`config.mk`:
```
export PLATFORM = sky130hd
export DESIGN_NAME = pulse_width_uart_frame_decoder
export DESIGN_NICKNAME = d
export VERILOG_FILES = /design/src/hdl/pwud_pkg.sv /design/src/hdl/pwud_front.sv /design/src/hdl/pwud_queue.sv /design/src/hdl/pwud_back.sv /design/src/hdl/pulse_width_uart_frame_decoder.sv
export VERILOG_INCLUDE_DIRS = /design/src /design/src/hdl
export SDC_FILE = /design/constraint.sdc
export NUM_CORES = 1
export LEC_CHECK = 0
export ABC_CLOCK_PERIOD_IN_PS = 8020
export BUFFER_PORTS_ARGS = -buffer_cell sky130_fd_sc_hd__buf_4
export CAP_MARGIN = 20
export CORE_UTILIZATION = 50
export CTS_BUF_LIST = sky130_fd_sc_hd__clkbuf_16
export DETAILED_ROUTE_END_ITERATION = 6
export GPL_ROUTABILITY_DRIVEN = 1
export PLACE_DENSITY = 0.82
export SETUP_SLACK_MARGIN = 0.1
export SYNTH_ARGS = -nofsm -noshare
export SYNTH_HDL_FRONTEND = slang
export SYNTH_SLANG_ARGS = --single-unit
```
`constraint.sdc`:
```
create_clock -name clk -period 8.02 [get_ports clk]
set_input_delay 2.005 -clock clk [delete_from_list [all_inputs] [get_ports clk]]
set_output_delay 2.005 -clock clk [all_outputs]
set_load 0.02 [all_outputs]
```
`src/hdl/pulse_width_uart_frame_decoder_assert.svh`:
```
// Assertion macros for the pulse-width UART frame decoder.
// Needs signals named clk and rst_n in the scope where a macro is used.
`ifndef PULSE_WIDTH_UART_FRAME_DECODER_ASSERT_SVH
`define PULSE_WIDTH_UART_FRAME_DECODER_ASSERT_SVH
`ifndef SYNTHESIS
// Antecedent true implies consequent in the same cycle
`define PWUD_ASSERT_IMP(lbl, ante, cons) \
    lbl: assert property (@(posedge clk) disable iff (!rst_n) (ante) |-> (cons)) \
        else $error("pwud: same-cycle check failed");
// Antecedent true implies consequent in the next cycle
`define PWUD_ASSERT_NXT(lbl, ante, cons) \
    lbl: assert property (@(posedge clk) disable iff (!rst_n) (ante) |=> (cons)) \
        else $error("pwud: next-cycle check failed");
`else
`define PWUD_ASSERT_IMP(lbl, ante, cons)
`define PWUD_ASSERT_NXT(lbl, ante, cons)
`endif
`endif

```
`src/hdl/pwud_pkg.sv`:
```
// Shared types and constants for the pulse-width UART frame decoder.
// No dependencies.
`timescale 1ns / 1ps

package pwud_pkg;

    // frame geometry
    localparam int FRAME_BITS_DEF = 11;
    localparam int CNT_W          = 4;

    // payload widths
    localparam int DUR_W  = 15;
    localparam int BLEN_W = 9;
    localparam int WORD_W = 9;
    localparam logic [WORD_W-1:0] WORD_MASK_MAX = 9'h1FF;
    localparam logic [BLEN_W-1:0] BLEN_RESET    = 9'd50;

    // divider: dividend is duration plus half a bit length
    localparam int DIVD_W = DUR_W + 1;
    localparam int STEP_W = $clog2(DIVD_W);

    // queue between front and back
    localparam int QUEUE_DEPTH = 2;
    localparam int QPTR_W      = $clog2(QUEUE_DEPTH);

    // configuration port
    localparam int PADDR_W   = 3;
    localparam int PDATA_W   = 32;
    localparam int REG_IDX_W = PADDR_W - 2;
    localparam logic [REG_IDX_W-1:0] REG_BIT_LENGTH = 1'b0;

    // front state machine
    typedef enum logic [1:0] {
        FE_IDLE,
        FE_DIV,
        FE_PUSH
    } fe_state_t;

    // classified pulse handed from front to back
    typedef struct packed {
        logic             restart;
        logic             level;
        logic [CNT_W-1:0] count;
    } pwud_op_t;

    // queue status
    typedef struct packed {
        logic full;
        logic empty;
    } pwud_qstat_t;

endpackage

```
`src/hdl/pwud_front.sv`:
```
// Front part: accepts pulse items and turns the duration into a bit count
// by an iterative restoring divide. Depends on pwud_pkg.
`timescale 1ns / 1ps

module pwud_front #(
    parameter int FRAME_BITS = pwud_pkg::FRAME_BITS_DEF
) (
    input  logic                         clk,
    input  logic                         rst_n,
    input  logic                         in_valid,
    output logic                         in_ready,
    input  logic                         restart,
    input  logic [pwud_pkg::DUR_W-1:0]   duration,
    input  logic                         level,
    input  logic [pwud_pkg::BLEN_W-1:0]  bit_length,
    output logic                         op_valid,
    input  logic                         op_ready,
    output pwud_pkg::pwud_op_t           op,
    output logic                         busy
);

    localparam logic [pwud_pkg::DIVD_W-1:0] FB_Q = pwud_pkg::DIVD_W'(FRAME_BITS);
    localparam logic [pwud_pkg::STEP_W-1:0] LAST_STEP =
        pwud_pkg::STEP_W'(pwud_pkg::DIVD_W - 1);

    pwud_pkg::fe_state_t state_reg, state_next;

    logic [pwud_pkg::DIVD_W-1:0] dvd_reg, dvd_next;
    logic [pwud_pkg::BLEN_W-1:0] rem_reg, rem_next;
    logic [pwud_pkg::BLEN_W-1:0] dvs_reg, dvs_next;
    logic [pwud_pkg::STEP_W-1:0] step_reg, step_next;
    logic                        restart_reg, restart_next;
    logic                        level_reg, level_next;

    logic                        accept;
    logic [pwud_pkg::BLEN_W:0]   rem_shift;
    logic                        ge;

    assign accept = in_valid && in_ready;

    // next state
    always_comb
    begin
        state_next = state_reg;
        case (state_reg)
            pwud_pkg::FE_IDLE:
            begin
                if (in_valid)
                    state_next = pwud_pkg::FE_DIV;
            end
            pwud_pkg::FE_DIV:
            begin
                if (step_reg == LAST_STEP)
                    state_next = pwud_pkg::FE_PUSH;
            end
            pwud_pkg::FE_PUSH:
            begin
                if (op_ready)
                    state_next = pwud_pkg::FE_IDLE;
            end
            default:
                state_next = pwud_pkg::FE_IDLE;
        endcase
    end

    // state outputs
    always_comb
    begin
        in_ready = 1'b0;
        op_valid = 1'b0;
        busy     = 1'b1;
        case (state_reg)
            pwud_pkg::FE_IDLE:
            begin
                in_ready = 1'b1;
                busy     = 1'b0;
            end
            pwud_pkg::FE_DIV:
                busy = 1'b1;
            pwud_pkg::FE_PUSH:
                op_valid = 1'b1;
            default:
                busy = 1'b1;
        endcase
    end

    // one restoring divide step per cycle
    assign rem_shift = {rem_reg, dvd_reg[pwud_pkg::DIVD_W-1]};
    assign ge        = rem_shift >= {1'b0, dvs_reg};

    always_comb
    begin
        dvd_next     = dvd_reg;
        rem_next     = rem_reg;
        dvs_next     = dvs_reg;
        step_next    = step_reg;
        restart_next = restart_reg;
        level_next   = level_reg;
        if (accept)
        begin
            // round to nearest: add half a bit length before dividing
            dvd_next     = {1'b0, duration}
                         + pwud_pkg::DIVD_W'(bit_length >> 1);
            rem_next     = '0;
            dvs_next     = (bit_length == '0) ? pwud_pkg::BLEN_W'(1) : bit_length;
            step_next    = '0;
            restart_next = restart;
            level_next   = level;
        end
        else if (state_reg == pwud_pkg::FE_DIV)
        begin
            rem_next  = ge ? pwud_pkg::BLEN_W'(rem_shift - {1'b0, dvs_reg})
                           : rem_shift[pwud_pkg::BLEN_W-1:0];
            dvd_next  = {dvd_reg[pwud_pkg::DIVD_W-2:0], ge};
            step_next = step_reg + 1'b1;
        end
    end

    // clamp quotient to one frame
    assign op.restart = restart_reg;
    assign op.level   = level_reg;
    assign op.count   = (dvd_reg > FB_Q) ? pwud_pkg::CNT_W'(FRAME_BITS)
                                         : dvd_reg[pwud_pkg::CNT_W-1:0];

    always_ff @(posedge clk or negedge rst_n)
    begin
        if (!rst_n)
            state_reg <= pwud_pkg::FE_IDLE;
        else
            state_reg <= state_next;
    end

    // datapath, no reset
    always_ff @(posedge clk)
    begin
        dvd_reg     <= dvd_next;
        rem_reg     <= rem_next;
        dvs_reg     <= dvs_next;
        step_reg    <= step_next;
        restart_reg <= restart_next;
        level_reg   <= level_next;
    end

endmodule

```
`src/hdl/pwud_queue.sv`:
```
// Short queue of classified pulses between front and back.
// Depends on pwud_pkg.
`timescale 1ns / 1ps

module pwud_queue (
    input  logic                  clk,
    input  logic                  rst_n,
    input  logic                  push_valid,
    output logic                  push_ready,
    input  pwud_pkg::pwud_op_t    push_op,
    output logic                  pop_valid,
    input  logic                  pop_ready,
    output pwud_pkg::pwud_op_t    pop_op,
    output pwud_pkg::pwud_qstat_t qstat
);

    localparam logic [pwud_pkg::QPTR_W:0] DEPTH_C =
        (pwud_pkg::QPTR_W + 1)'(pwud_pkg::QUEUE_DEPTH);

    pwud_pkg::pwud_op_t entry_reg [pwud_pkg::QUEUE_DEPTH];

    logic [pwud_pkg::QPTR_W-1:0] wr_ptr_reg, wr_ptr_next;
    logic [pwud_pkg::QPTR_W-1:0] rd_ptr_reg, rd_ptr_next;
    logic [pwud_pkg::QPTR_W:0]   fill_reg, fill_next;
    logic                        push, pop;

    assign qstat.full  = (fill_reg == DEPTH_C);
    assign qstat.empty = (fill_reg == '0);
    assign push_ready  = !qstat.full;
    assign pop_valid   = !qstat.empty;
    assign pop_op      = entry_reg[rd_ptr_reg];
    assign push        = push_valid && push_ready;
    assign pop         = pop_valid && pop_ready;

    // pointer and fill update
    always_comb
    begin
        wr_ptr_next = push ? wr_ptr_reg + 1'b1 : wr_ptr_reg;
        rd_ptr_next = pop ? rd_ptr_reg + 1'b1 : rd_ptr_reg;
        fill_next   = fill_reg;
        if (push && !pop)
            fill_next = fill_reg + 1'b1;
        else if (pop && !push)
            fill_next = fill_reg - 1'b1;
    end

    always_ff @(posedge clk or negedge rst_n)
    begin
        if (!rst_n)
        begin
            wr_ptr_reg <= '0;
            rd_ptr_reg <= '0;
            fill_reg   <= '0;
        end
        else
        begin
            wr_ptr_reg <= wr_ptr_next;
            rd_ptr_reg <= rd_ptr_next;
            fill_reg   <= fill_next;
        end
    end

    // entry storage
    always_ff @(posedge clk)
    begin
        if (push)
            entry_reg[wr_ptr_reg] <= push_op;
    end

endmodule

```
`src/hdl/pwud_back.sv`:
```
// Back part: applies bit counts to the frame being assembled and holds
// the result item in an output register. Depends on pwud_pkg.
`timescale 1ns / 1ps

module pwud_back #(
    parameter int FRAME_BITS = pwud_pkg::FRAME_BITS_DEF
) (
    input  logic                         clk,
    input  logic                         rst_n,
    input  logic                         op_valid,
    output logic                         op_ready,
    input  pwud_pkg::pwud_op_t           op,
    output logic                         out_valid,
    input  logic                         out_ready,
    output logic [pwud_pkg::WORD_W-1:0]  data_word,
    output logic                         status
);

    localparam int WORD_BITS = (FRAME_BITS - 2 < pwud_pkg::WORD_W) ?
                               FRAME_BITS - 2 : pwud_pkg::WORD_W;
    localparam logic [pwud_pkg::WORD_W-1:0] WORD_MASK =
        pwud_pkg::WORD_W'((1 << WORD_BITS) - 1) & pwud_pkg::WORD_MASK_MAX;
    localparam logic [pwud_pkg::CNT_W-1:0] FB_C = pwud_pkg::CNT_W'(FRAME_BITS);

    logic [pwud_pkg::CNT_W-1:0]  pos_reg, pos_next;
    logic [FRAME_BITS-1:0]       shift_reg, shift_next;
    logic                        out_valid_reg, out_valid_next;
    logic [pwud_pkg::WORD_W-1:0] data_word_reg, data_word_next;
    logic                        status_reg, status_next;

    logic                        take;
    logic [pwud_pkg::CNT_W-1:0]  pos0, room, cnt_eff, k, end_pos;
    logic [FRAME_BITS-1:0]       sh0, sh1, fill_mask, shifted;
    logic                        skip, done;
    logic [pwud_pkg::WORD_W-1:0] word;

    assign op_ready = !out_valid_reg || out_ready;
    assign take     = op_valid && op_ready;

    // bits this pulse adds and where the frame ends up
    always_comb
    begin
        pos0    = op.restart ? '0 : pos_reg;
        sh0     = op.restart ? '0 : shift_reg;
        room    = FB_C - pos0;
        // high pulse rounding to zero fills the rest of the frame
        cnt_eff = (op.count == '0 && op.level) ? room : op.count;
        k       = (cnt_eff < room) ? cnt_eff : room;
        // high level while waiting for a start bit is idle
        skip    = op.level && (pos0 == '0);
        end_pos = pos0 + k;
        for (int i = 0; i < FRAME_BITS; i++)
        begin
            fill_mask[i] = op.level && (pwud_pkg::CNT_W'(i) >= pos0)
                                    && (pwud_pkg::CNT_W'(i) < end_pos);
        end
        sh1     = sh0 | fill_mask;
        done    = !skip && (end_pos == FB_C);
        shifted = sh1 >> 1;
        word    = shifted[pwud_pkg::WORD_W-1:0] & WORD_MASK;
    end

    // frame state and output register
    always_comb
    begin
        pos_next       = pos_reg;
        shift_next     = shift_reg;
        out_valid_next = out_valid_reg && !out_ready;
        data_word_next = data_word_reg;
        status_next    = status_reg;
        if (take)
        begin
            if (skip)
            begin
                pos_next   = pos0;
                shift_next = sh0;
            end
            else if (done)
            begin
                // frame end: a low stop bit is an error
                pos_next       = '0;
                shift_next     = '0;
                out_valid_next = 1'b1;
                data_word_next = op.level ? word : '0;
                status_next    = !op.level;
            end
            else
            begin
                pos_next   = end_pos;
                shift_next = sh1;
            end
        end
    end

    assign out_valid = out_valid_reg;
    assign data_word = data_word_reg;
    assign status    = status_reg;

    always_ff @(posedge clk or negedge rst_n)
    begin
        if (!rst_n)
        begin
            pos_reg       <= '0;
            shift_reg     <= '0;
            out_valid_reg <= 1'b0;
        end
        else
        begin
            pos_reg       <= pos_next;
            shift_reg     <= shift_next;
            out_valid_reg <= out_valid_next;
        end
    end

    // result payload, no reset
    always_ff @(posedge clk)
    begin
        data_word_reg <= data_word_next;
        status_reg    <= status_next;
    end

endmodule

```
`src/hdl/pulse_width_uart_frame_decoder.sv`:
```
// Top level of the pulse-width UART frame decoder: config register,
// front divider, queue and frame assembler. Depends on pwud_pkg, pwud_front,
// pwud_queue, pwud_back and pulse_width_uart_frame_decoder_assert.svh.
//
//  channel  | handshake            | payload
//  ---------+----------------------+-------------------------------
//  input    | in_valid / in_ready  | restart, duration, level
//  output   | out_valid / out_ready| data_word, status
//  config   | psel/penable/pready  | paddr, pwdata, pwrite, prdata
//
// In the front an item goes through accept, 16 steps of the restoring
// divide by bit_length, then a push into the two-entry queue.
// The back handles one queued item per cycle when its output register is empty or being read.
// Reset clears the frame, the queue, the result valid flag and sets bit_length to 50.
// A stalled output fills the queue, and then the front holds its item.
`timescale 1ns / 1ps
`include "pulse_width_uart_frame_decoder_assert.svh"

module pulse_width_uart_frame_decoder #(
    parameter int FRAME_BITS = pwud_pkg::FRAME_BITS_DEF
) (
    input  logic                          clk,
    input  logic                          rst_n,
    input  logic                          in_valid,
    output logic                          in_ready,
    input  logic                          restart,
    input  logic [pwud_pkg::DUR_W-1:0]    duration,
    input  logic                          level,
    output logic                          out_valid,
    input  logic                          out_ready,
    output logic [pwud_pkg::WORD_W-1:0]   data_word,
    output logic                          status,
    input  logic                          psel,
    input  logic                          penable,
    input  logic                          pwrite,
    input  logic [pwud_pkg::PADDR_W-1:0]  paddr,
    input  logic [pwud_pkg::PDATA_W-1:0]  pwdata,
    output logic [pwud_pkg::PDATA_W-1:0]  prdata,
    output logic                          pready
);

    logic [pwud_pkg::BLEN_W-1:0]   bit_length_reg, bit_length_next;
    logic [pwud_pkg::REG_IDX_W-1:0] reg_idx;
    logic                          cfg_write;

    logic                  fe_op_valid, fe_op_ready, fe_busy;
    pwud_pkg::pwud_op_t    fe_op;
    logic                  bk_op_valid, bk_op_ready;
    pwud_pkg::pwud_op_t    bk_op;
    pwud_pkg::pwud_qstat_t qstat;

    // configuration register
    assign pready    = 1'b1;
    assign reg_idx   = paddr[pwud_pkg::PADDR_W-1:2];
    assign cfg_write = psel && penable && pwrite && pready;

    always_comb
    begin
        bit_length_next = bit_length_reg;
        if (cfg_write && reg_idx == pwud_pkg::REG_BIT_LENGTH)
            bit_length_next = pwdata[pwud_pkg::BLEN_W-1:0];
    end

    always_comb
    begin
        prdata = '0;
        if (reg_idx == pwud_pkg::REG_BIT_LENGTH)
            prdata = pwud_pkg::PDATA_W'(bit_length_reg);
    end

    always_ff @(posedge clk or negedge rst_n)
    begin
        if (!rst_n)
            bit_length_reg <= pwud_pkg::BLEN_RESET;
        else
            bit_length_reg <= bit_length_next;
    end

    // front: accept and divide
    pwud_front #(
        .FRAME_BITS (FRAME_BITS)
    ) u_front (
        .clk        (clk),
        .rst_n      (rst_n),
        .in_valid   (in_valid),
        .in_ready   (in_ready),
        .restart    (restart),
        .duration   (duration),
        .level      (level),
        .bit_length (bit_length_reg),
        .op_valid   (fe_op_valid),
        .op_ready   (fe_op_ready),
        .op         (fe_op),
        .busy       (fe_busy)
    );

    // queue between the two parts
    pwud_queue u_queue (
        .clk        (clk),
        .rst_n      (rst_n),
        .push_valid (fe_op_valid),
        .push_ready (fe_op_ready),
        .push_op    (fe_op),
        .pop_valid  (bk_op_valid),
        .pop_ready  (bk_op_ready),
        .pop_op     (bk_op),
        .qstat      (qstat)
    );

    // back: frame assembly and result register
    pwud_back #(
        .FRAME_BITS (FRAME_BITS)
    ) u_back (
        .clk        (clk),
        .rst_n      (rst_n),
        .op_valid   (bk_op_valid),
        .op_ready   (bk_op_ready),
        .op         (bk_op),
        .out_valid  (out_valid),
        .out_ready  (out_ready),
        .data_word  (data_word),
        .status     (status)
    );

    // checks
    `PWUD_ASSERT_NXT(a_busy_after_accept, in_valid && in_ready, fe_busy && !in_ready)
    `PWUD_ASSERT_IMP(a_error_word_zero, out_valid && status, data_word == '0)
    `PWUD_ASSERT_IMP(a_no_push_when_full, fe_op_valid && fe_op_ready, !qstat.full)
    `PWUD_ASSERT_IMP(a_pop_needs_entry, bk_op_valid && bk_op_ready, !qstat.empty)

endmodule
```
# Word-level counts from Yosys, hierarchy flattened
# Memories as Yosys holds them, arrays and structs flattened.
# Index checks and enable logic that the tools add are counted.
# totals
register_bits,81
mem_bits_rw,12
memories,1
# classes
addsub,9
order_cmp,25
n_eq_ne,8
mux,26
bitwise,3
n_reduce_logical,52
# mem_list
name,depth,width,read_ports,rd_clocked_by_memory_dff,write_ports,line_no,rtl
u_queue.entry_reg,2,6,1,0,1,pwud_queue.sv:20,pwud_pkg::pwud_op_t entry_reg [pwud_pkg::QUEUE_DEPTH];
# ops
operator,count
1-bit logical AND,34
11-bit two-way mux,3
16-bit two-way mux,2
4-bit two-way mux,6
9-bit two-way mux,2
15-bit by 8-bit adder with 16-bit output,1
3-bit by 4-bit >= comparator with 1-bit output (first input constant),4
16-bit by 4-bit greater-than comparator with 1-bit output (second input constant),1
3-bit by 4-bit < comparator with 1-bit output (first input constant),4
4-bit >= comparator (first input constant),3
4-bit < comparator (first input constant),3
11-bit bitwise OR,1
10-bit by 9-bit >= comparator with 1-bit output,1
2-bit two-way mux,5
9-bit logical NOT,1
9-bit subtractor,1
4-bit == test (second input constant),2
1-bit by 4-bit >= comparator with 1-bit output (first input constant),2
2-bit by 4-bit >= comparator with 1-bit output (first input constant),2
1-bit logical NOT,8
4-bit logical NOT,2
1-bit by 4-bit < comparator with 1-bit output (first input constant),2
2-bit by 4-bit < comparator with 1-bit output (first input constant),2
1-bit two-way mux,7
17 further kinds,24

# Longest topological paths before layout
# An unclocked memory read counts as a cell.
# logic_depth
depth_word,12
depth_mapped,20

# Hierarchy
# From an unflattened synthesis, not the netlist that was laid out.
# unflattened
hier_cells,540
hier_area_um2,5546.6
# modules_own_cells
module,n_inst,cells_per_inst,area_each_um2
pwud_front,1,277,2673.8
pwud_back,1,170,1600.3
pwud_queue,1,39,651.9
pulse_width_uart_frame_decoder,1,54,620.6

# Worst setup path before layout
# OpenSTA, ideal clock, no wires.
# synth_path
path_kind,register to register
startpoint,register u_queue.rd_ptr_reg
endpoint,register u_back.data_word_reg (netlist bit u_back.data_word[0]) (enable)
setup_time_ns,0.376
arrival_time_ns,4.195
t_required_ns,7.644
slack_ns,3.449
stages_incl_launch_ff,17
path_buffers,1
synth_period_minus_slack_ns,4.571
path_cell_list,dfrtp_1 mux2i_1 clkbuf_1 nand2_1 inv_1 ha_1 a21o_1 a21o_1 a21oi_1 o2bb2ai_1 ha_1 inv_1 fa_1 xnor2_1 nor3_1 nand2_1 nor2_1
# synth_via
elab_chain_len,10
word_cells_on_any_way,16
# synth_lines
element,line_no,rtl
"start, declared",pwud_queue.sv:23,"logic [pwud_pkg::QPTR_W-1:0] rd_ptr_reg, rd_ptr_next;"
"start signal, assigned",pwud_queue.sv:58,rd_ptr_reg <= rd_ptr_next;
memory 2 x 6 bit (*),n/a,
4-bit two-way mux or 4-bit logical NOT (tied branches),"pwud_back.sv:43, pwud_back.sv:47",
4-bit subtractor or 1-bit logical AND (tied branches),"pwud_back.sv:45, pwud_back.sv:47",
4-bit two-way mux,pwud_back.sv:47,cnt_eff = (op.count == '0 && op.level) ? room : op.count;
4-bit < comparator,pwud_back.sv:48,k = (cnt_eff < room) ? cnt_eff : room;
4-bit two-way mux,pwud_back.sv:48,
4-bit adder,pwud_back.sv:51,end_pos = pos0 + k;
4-bit == test,pwud_back.sv:58,done = !skip && (end_pos == FB_C);
1-bit logical AND,pwud_back.sv:58,
3-bit AND reduction (no source line) (*),n/a,
"end signal, assigned",pwud_back.sv:118,data_word_reg <= data_word_next;
"end, declared",pwud_back.sv:28,"logic [pwud_pkg::WORD_W-1:0] data_word_reg, data_word_next;"
# Every way passes the cells marked *; elsewhere a longest branch is shown, timed or not.
# A chain may end at the register's enable or synchronous reset.

# Final worst setup path
# layout_path
startpoint,register u_back.pos_reg[1] (netlist bit)
endpoint,register u_back.data_word_reg (netlist bit u_back.data_word[2]) (enable)
# layout_via
elab_chain_len,9
word_cells_on_any_way,13
# layout_lines
element,line_no,rtl
"start, declared",pwud_back.sv:25,"logic [pwud_pkg::CNT_W-1:0] pos_reg, pos_next;"
"start signal, assigned",pwud_back.sv:109,pos_reg <= pos_next;
4-bit two-way mux (*),pwud_back.sv:43,pos0 = op.restart ? '0 : pos_reg;
4-bit subtractor,pwud_back.sv:45,room = FB_C - pos0;
4-bit two-way mux,pwud_back.sv:47,
4-bit < comparator,pwud_back.sv:48,
4-bit two-way mux,pwud_back.sv:48,
4-bit adder,pwud_back.sv:51,
4-bit == test,pwud_back.sv:58,
1-bit logical AND,pwud_back.sv:58,
3-bit AND reduction (no source line) (*),n/a,
# Marked as above.

==> flow_results.xml <==
<?xml version="1.0" encoding="UTF-8"?>
<metrics>
  <group name="critical_path">
    <metric name="reg2reg_depth" unit="">18</metric>
    <metric name="arrival" unit="ns">5.61</metric>
    <metric name="cp-end-kind" unit="">register</metric>
    <metric name="regToRegEndpoint" unit="">u_back.data_word[2]</metric>
    <metric name="worst-endpoint-required" unit="ns">8.00</metric>
    <metric name="worst_r2r_startpoint" unit="">u_back.pos_reg[1]</metric>
    <metric name="r2r_setup_slack" unit="ns">2.39</metric>
    <metric name="setup.worst_path.start_class" unit="">register</metric>
    <metric name="worst-path-max-fanout" unit="">13</metric>
    <metric name="path_class" unit="">register to register</metric>
  </group>
  <group name="logic_synthesis">
    <metric name="yosysSeqAreaShare" unit="">0.4628</metric>
    <metric name="count_of_flip_flops_with_a_built_in_enable_after_synthesis" unit="">49</metric>
    <metric name="synth.area.top_cells" unit="">sky130_fd_sc_hd__edfxtp_1, sky130_fd_sc_hd__dfrtp_1, sky130_fd_sc_hd__ha_1, sky130_fd_sc_hd__dfxtp_1, sky130_fd_sc_hd__nand2_1</metric>
    <metric name="yosysMostFrequentCell" unit="">sky130_fd_sc_hd__nand2_1</metric>
    <metric name="post_synth_fa_ha_maj_area_fraction" unit="">0.07718</metric>
    <metric name="synth_compound_area_frac" unit="">0.1506</metric>
    <metric name="yosysWarningCount" unit="">0</metric>
    <metric name="synth.ff_latch_count" unit="">91</metric>
    <metric name="post_synth_xor_area_fraction" unit="">0.04612</metric>
    <metric name="synth.distinct_cells" unit="">63</metric>
    <metric name="synthMuxAreaShare" unit="">0.04635</metric>
    <metric name="synth_cells" unit="">531</metric>
    <metric name="synth_top_area_cell" unit="">sky130_fd_sc_hd__edfxtp_1</metric>
    <metric name="synth.cells.most_frequent" unit="">sky130_fd_sc_hd__nand2_1, sky130_fd_sc_hd__edfxtp_1, sky130_fd_sc_hd__o21ai_0</metric>
    <metric name="ys_dominant_reg_cell" unit="">sky130_fd_sc_hd__edfxtp_1</metric>
    <metric name="mappedNetlistArea" unit="µm²">5318</metric>
    <metric name="asyncSetResetFlopFracSynth" unit="">0.3187</metric>
    <metric name="post-synth-top-area-fraction" unit="">0.2767</metric>
    <metric name="syn_avg_cell_area" unit="µm²">10.01</metric>
    <metric name="combinational_family_with_the_most_area_after_synthesis" unit="">compound AO/OA/AOI/OAI gates</metric>
    <metric name="synth_simple_gate_area_frac" unit="">0.1459</metric>
  </group>
  <group name="route">
    <metric name="wl_met3" unit="µm">384</metric>
    <metric name="wl_per_cell" unit="µm">14.39</metric>
    <metric name="first_iter_violations" unit="">209</metric>
    <metric name="final_wl" unit="µm">10320</metric>
    <metric name="met2_length" unit="µm">5360</metric>
    <metric name="dr.pass1.iters" unit="">5</metric>
    <metric name="via_count" unit="">3903</metric>
    <metric name="avgViaCountPerCell" unit="">5.444</metric>
    <metric name="wl_met1" unit="µm">4363</metric>
    <metric name="antenna_violating_nets_post_route" unit="">0</metric>
    <metric name="drc_errors" unit="">0</metric>
    <metric name="topRoutingLayerUsed" unit="">met4</metric>
  </group>
  <group name="sta">
    <metric name="hold_violations" unit="">0</metric>
    <metric name="total_neg_setup_slack" unit="ns">0</metric>
    <metric name="setup_viol_count_final" unit="">0</metric>
    <metric name="final_min_period_over_clock_period" unit="">0.7025</metric>
    <metric name="final.min_clock_period" unit="ns">5.634</metric>
    <metric name="timing.fmax" unit="GHz">0.1775</metric>
    <metric name="timing_worst_slew_pin_value" unit="ns">1.059</metric>
    <metric name="hold_slack" unit="ns">0.4538</metric>
    <metric name="clock-skew-final" unit="ns">0.007143</metric>
    <metric name="grt_setup_unrepaired" unit="">no</metric>
    <metric name="worst_slew_margin_rel" unit="">0.2741</metric>
    <metric name="report.final.slew_viol_count" unit="">0</metric>
  </group>
  <group name="worst_hold_path">
    <metric name="hold-path-cell-count" unit="">0</metric>
    <metric name="worst_hold_startpoint" unit="">u_front.level_reg</metric>
    <metric name="worst_hold_path_type" unit="">register to register</metric>
    <metric name="hold_end" unit="">u_queue.entry_reg[1][4]</metric>
  </group>
  <group name="layout">
    <metric name="layout_cells_sized_above_1" unit="">0.1738</metric>
    <metric name="largest_register_ff_count" unit="">16</metric>
    <metric name="n_fill_cell" unit="">859</metric>
    <metric name="finalNetCount" unit="">666</metric>
    <metric name="antenna-diode-count" unit="">0</metric>
    <metric name="areaGrowthSynthToFinish" unit="%">12.99</metric>
    <metric name="finish.cell_count_without_fillers" unit="">717</metric>
  </group>
  <group name="global_route">
    <metric name="grt_util_all_layers" unit="">0.2011</metric>
    <metric name="first_global_vias" unit="">3888</metric>
    <metric name="maximum_number_of_pins_on_one_net_before_global_route_repair" unit="">42</metric>
    <metric name="number_of_antenna_violations_at_the_first_check_in_global_routing" unit="">0</metric>
    <metric name="grt_pass1_wl" unit="µm">17640</metric>
    <metric name="globalRoute.totalOverflow" unit="">0</metric>
  </group>
  <group name="power_and_ir_drop">
    <metric name="finalPower" unit="mW">2.431</metric>
    <metric name="static-leakage-power" unit="nW">2.570</metric>
    <metric name="vdd.ir_drop.worst" unit="mV">0.1691</metric>
    <metric name="power_density" unit="nW/µm²">404.5</metric>
  </group>
  <group name="floorplan">
    <metric name="die_width" unit="µm">105.1</metric>
    <metric name="die_area" unit="µm²">11050</metric>
    <metric name="ioPinCount" unit="">104</metric>
    <metric name="total_core_area" unit="µm²">10320</metric>
    <metric name="chip_height" unit="µm">105.1</metric>
    <metric name="start_util" unit="">0.5151</metric>
    <metric name="row_count" unit="">37</metric>
  </group>
  <group name="cts">
    <metric name="postCtsSetupRepairBufs" unit="">0</metric>
    <metric name="cts.sinks" unit="">91</metric>
    <metric name="tritoncts" unit="">done</metric>
    <metric name="ctsHtreeMaxLevel" unit="">3</metric>
    <metric name="cts_root_buffer" unit="">sky130_fd_sc_hd__clkbuf_16</metric>
    <metric name="post_cts.resized_instances" unit="">0</metric>
    <metric name="number_of_buffers_inserted_for_hold_repair_after_clock_tree_synthesis" unit="">0</metric>
    <metric name="cts_inserted_buffers" unit="">9</metric>
    <metric name="clockBufferDepth" unit="">2</metric>
    <metric name="clk-insertion-delay-late" unit="ns">0.34</metric>
    <metric name="cts.reportedPaths.clkPinSlew" unit="ns">0.07</metric>
  </group>
  <group name="outcome">
    <metric name="outcome" unit="">finished clean</metric>
  </group>
  <group name="placement">
    <metric name="routabilityCongestion" unit="">0.8704</metric>
    <metric name="numPlacedInstances" unit="">701</metric>
    <metric name="buffer_ports.inserted" unit="">54</metric>
    <metric name="detailedPlacementHpwl" unit="µm">7612</metric>
  </group>
  <group name="job">
    <metric name="maxCapViolations" unit="">0</metric>
  </group>
</metrics>
-- per-stage QoR --
| step | setup slack (ns) | cell area, µm² | utilization |
|---|---|---|---|
| floorplan | 3.449 | 5400 | - |
| global placement | 2.694 | 5725 | 0.5546 |
| detailed placement | 2.516 | 5725 | 0.5546 |
| CTS | 2.416 | 6008 | 0.5820 |
| global route | 1.840 | 6008 | 0.5820 |
| finish | 2.386 | 6008 | 0.5820 |
-- worst max path at each step --
| stage | from | end | slack, ns |
|---|---|---|---|
| final | u_back.pos_reg[1] | u_back.data_word[2] | 2.39 |
| after floorplan | u_queue.rd_ptr_reg | u_back.data_word[0] | 3.45 |
| after global placement | u_queue.rd_ptr_reg | u_back.data_word[7] | 2.69 |
| after global routing | u_back.pos_reg[1] | u_back.data_word[6] | 1.84 |
| after CTS | u_queue.rd_ptr_reg | u_back.data_word[0] | 2.42 |
| after detailed placement | u_queue.rd_ptr_reg | u_back.data_word[7] | 2.52 |
-- final cells by class --
class	instances	area, µm²	area share
tap	136	170.2	0.02832
clock buffer	9	225.2	0.03748
multi-input combinational	390	2569	0.4275
inverter	28	105.1	0.01749
sequential	91	2461	0.4096
clock inverter	7	57.56	0.009579
timing repair buffer	56	420.4	0.06997
-- per-layer routing --
metal  track usage  vias to the layer above
li1              -                     1924
met1        0.2389                     1854
met5             0                        -
met3       0.04117                       18
met2        0.3515                      107
met4       0.08853                        0
-- critical path, stage by stage (launching register included) --
cell and delay (ns):
sky130_fd_sc_hd__dfrtp_1 0.45, sky130_fd_sc_hd__inv_1 0.12, sky130_fd_sc_hd__o21ai_0 0.07, sky130_fd_sc_hd__o21ai_0 0.52, sky130_fd_sc_hd__nor2b_1 0.22, sky130_fd_sc_hd__nor3_1 0.06
sky130_fd_sc_hd__a21oi_1 0.27, sky130_fd_sc_hd__ha_1 0.29, sky130_fd_sc_hd__a21o_1 0.16, sky130_fd_sc_hd__a21o_1 0.19, sky130_fd_sc_hd__a21oi_1 0.38, sky130_fd_sc_hd__mux2_2 0.40
sky130_fd_sc_hd__ha_1 0.28, sky130_fd_sc_hd__a21o_1 0.17, sky130_fd_sc_hd__a21oi_1 0.22, sky130_fd_sc_hd__nand2_1 0.10, sky130_fd_sc_hd__o2111ai_2 0.54, sky130_fd_sc_hd__nand2_1 0.18
sky130_fd_sc_hd__nor2_1 0.64
-- cell usage in the layout, fill, tap and decap left out, drive strengths merged, types with 21 or more instances in the layout --
cell type  count
o21ai         43
nor2          32
ha            28
dfrtp         26
buf           56
a21oi         26
conb          24
nand2         56
inv           31
nor2b         21
edfxtp        49
-- logic make-up (layout without fill, tap and decap cells) --
family,Yosys count,in the layout
adders and majority gates,31,31
and+or+nand+nor,161,161
AOI/OAI and AO/OA,123,123
buffers and inverters,72,100
DFF,91,91
other,2,24
xor gates and xnor gates,28,28
muxes,23,23
-- where the power goes --
group	total, mW	switching, mW	internal, mW
Sequential	0.826	0.117	0.709
Clock	0.400	0.185	0.215
Combinational	1.20	0.717	0.487
No activity file was read; power rests on OpenSTA's default activity.
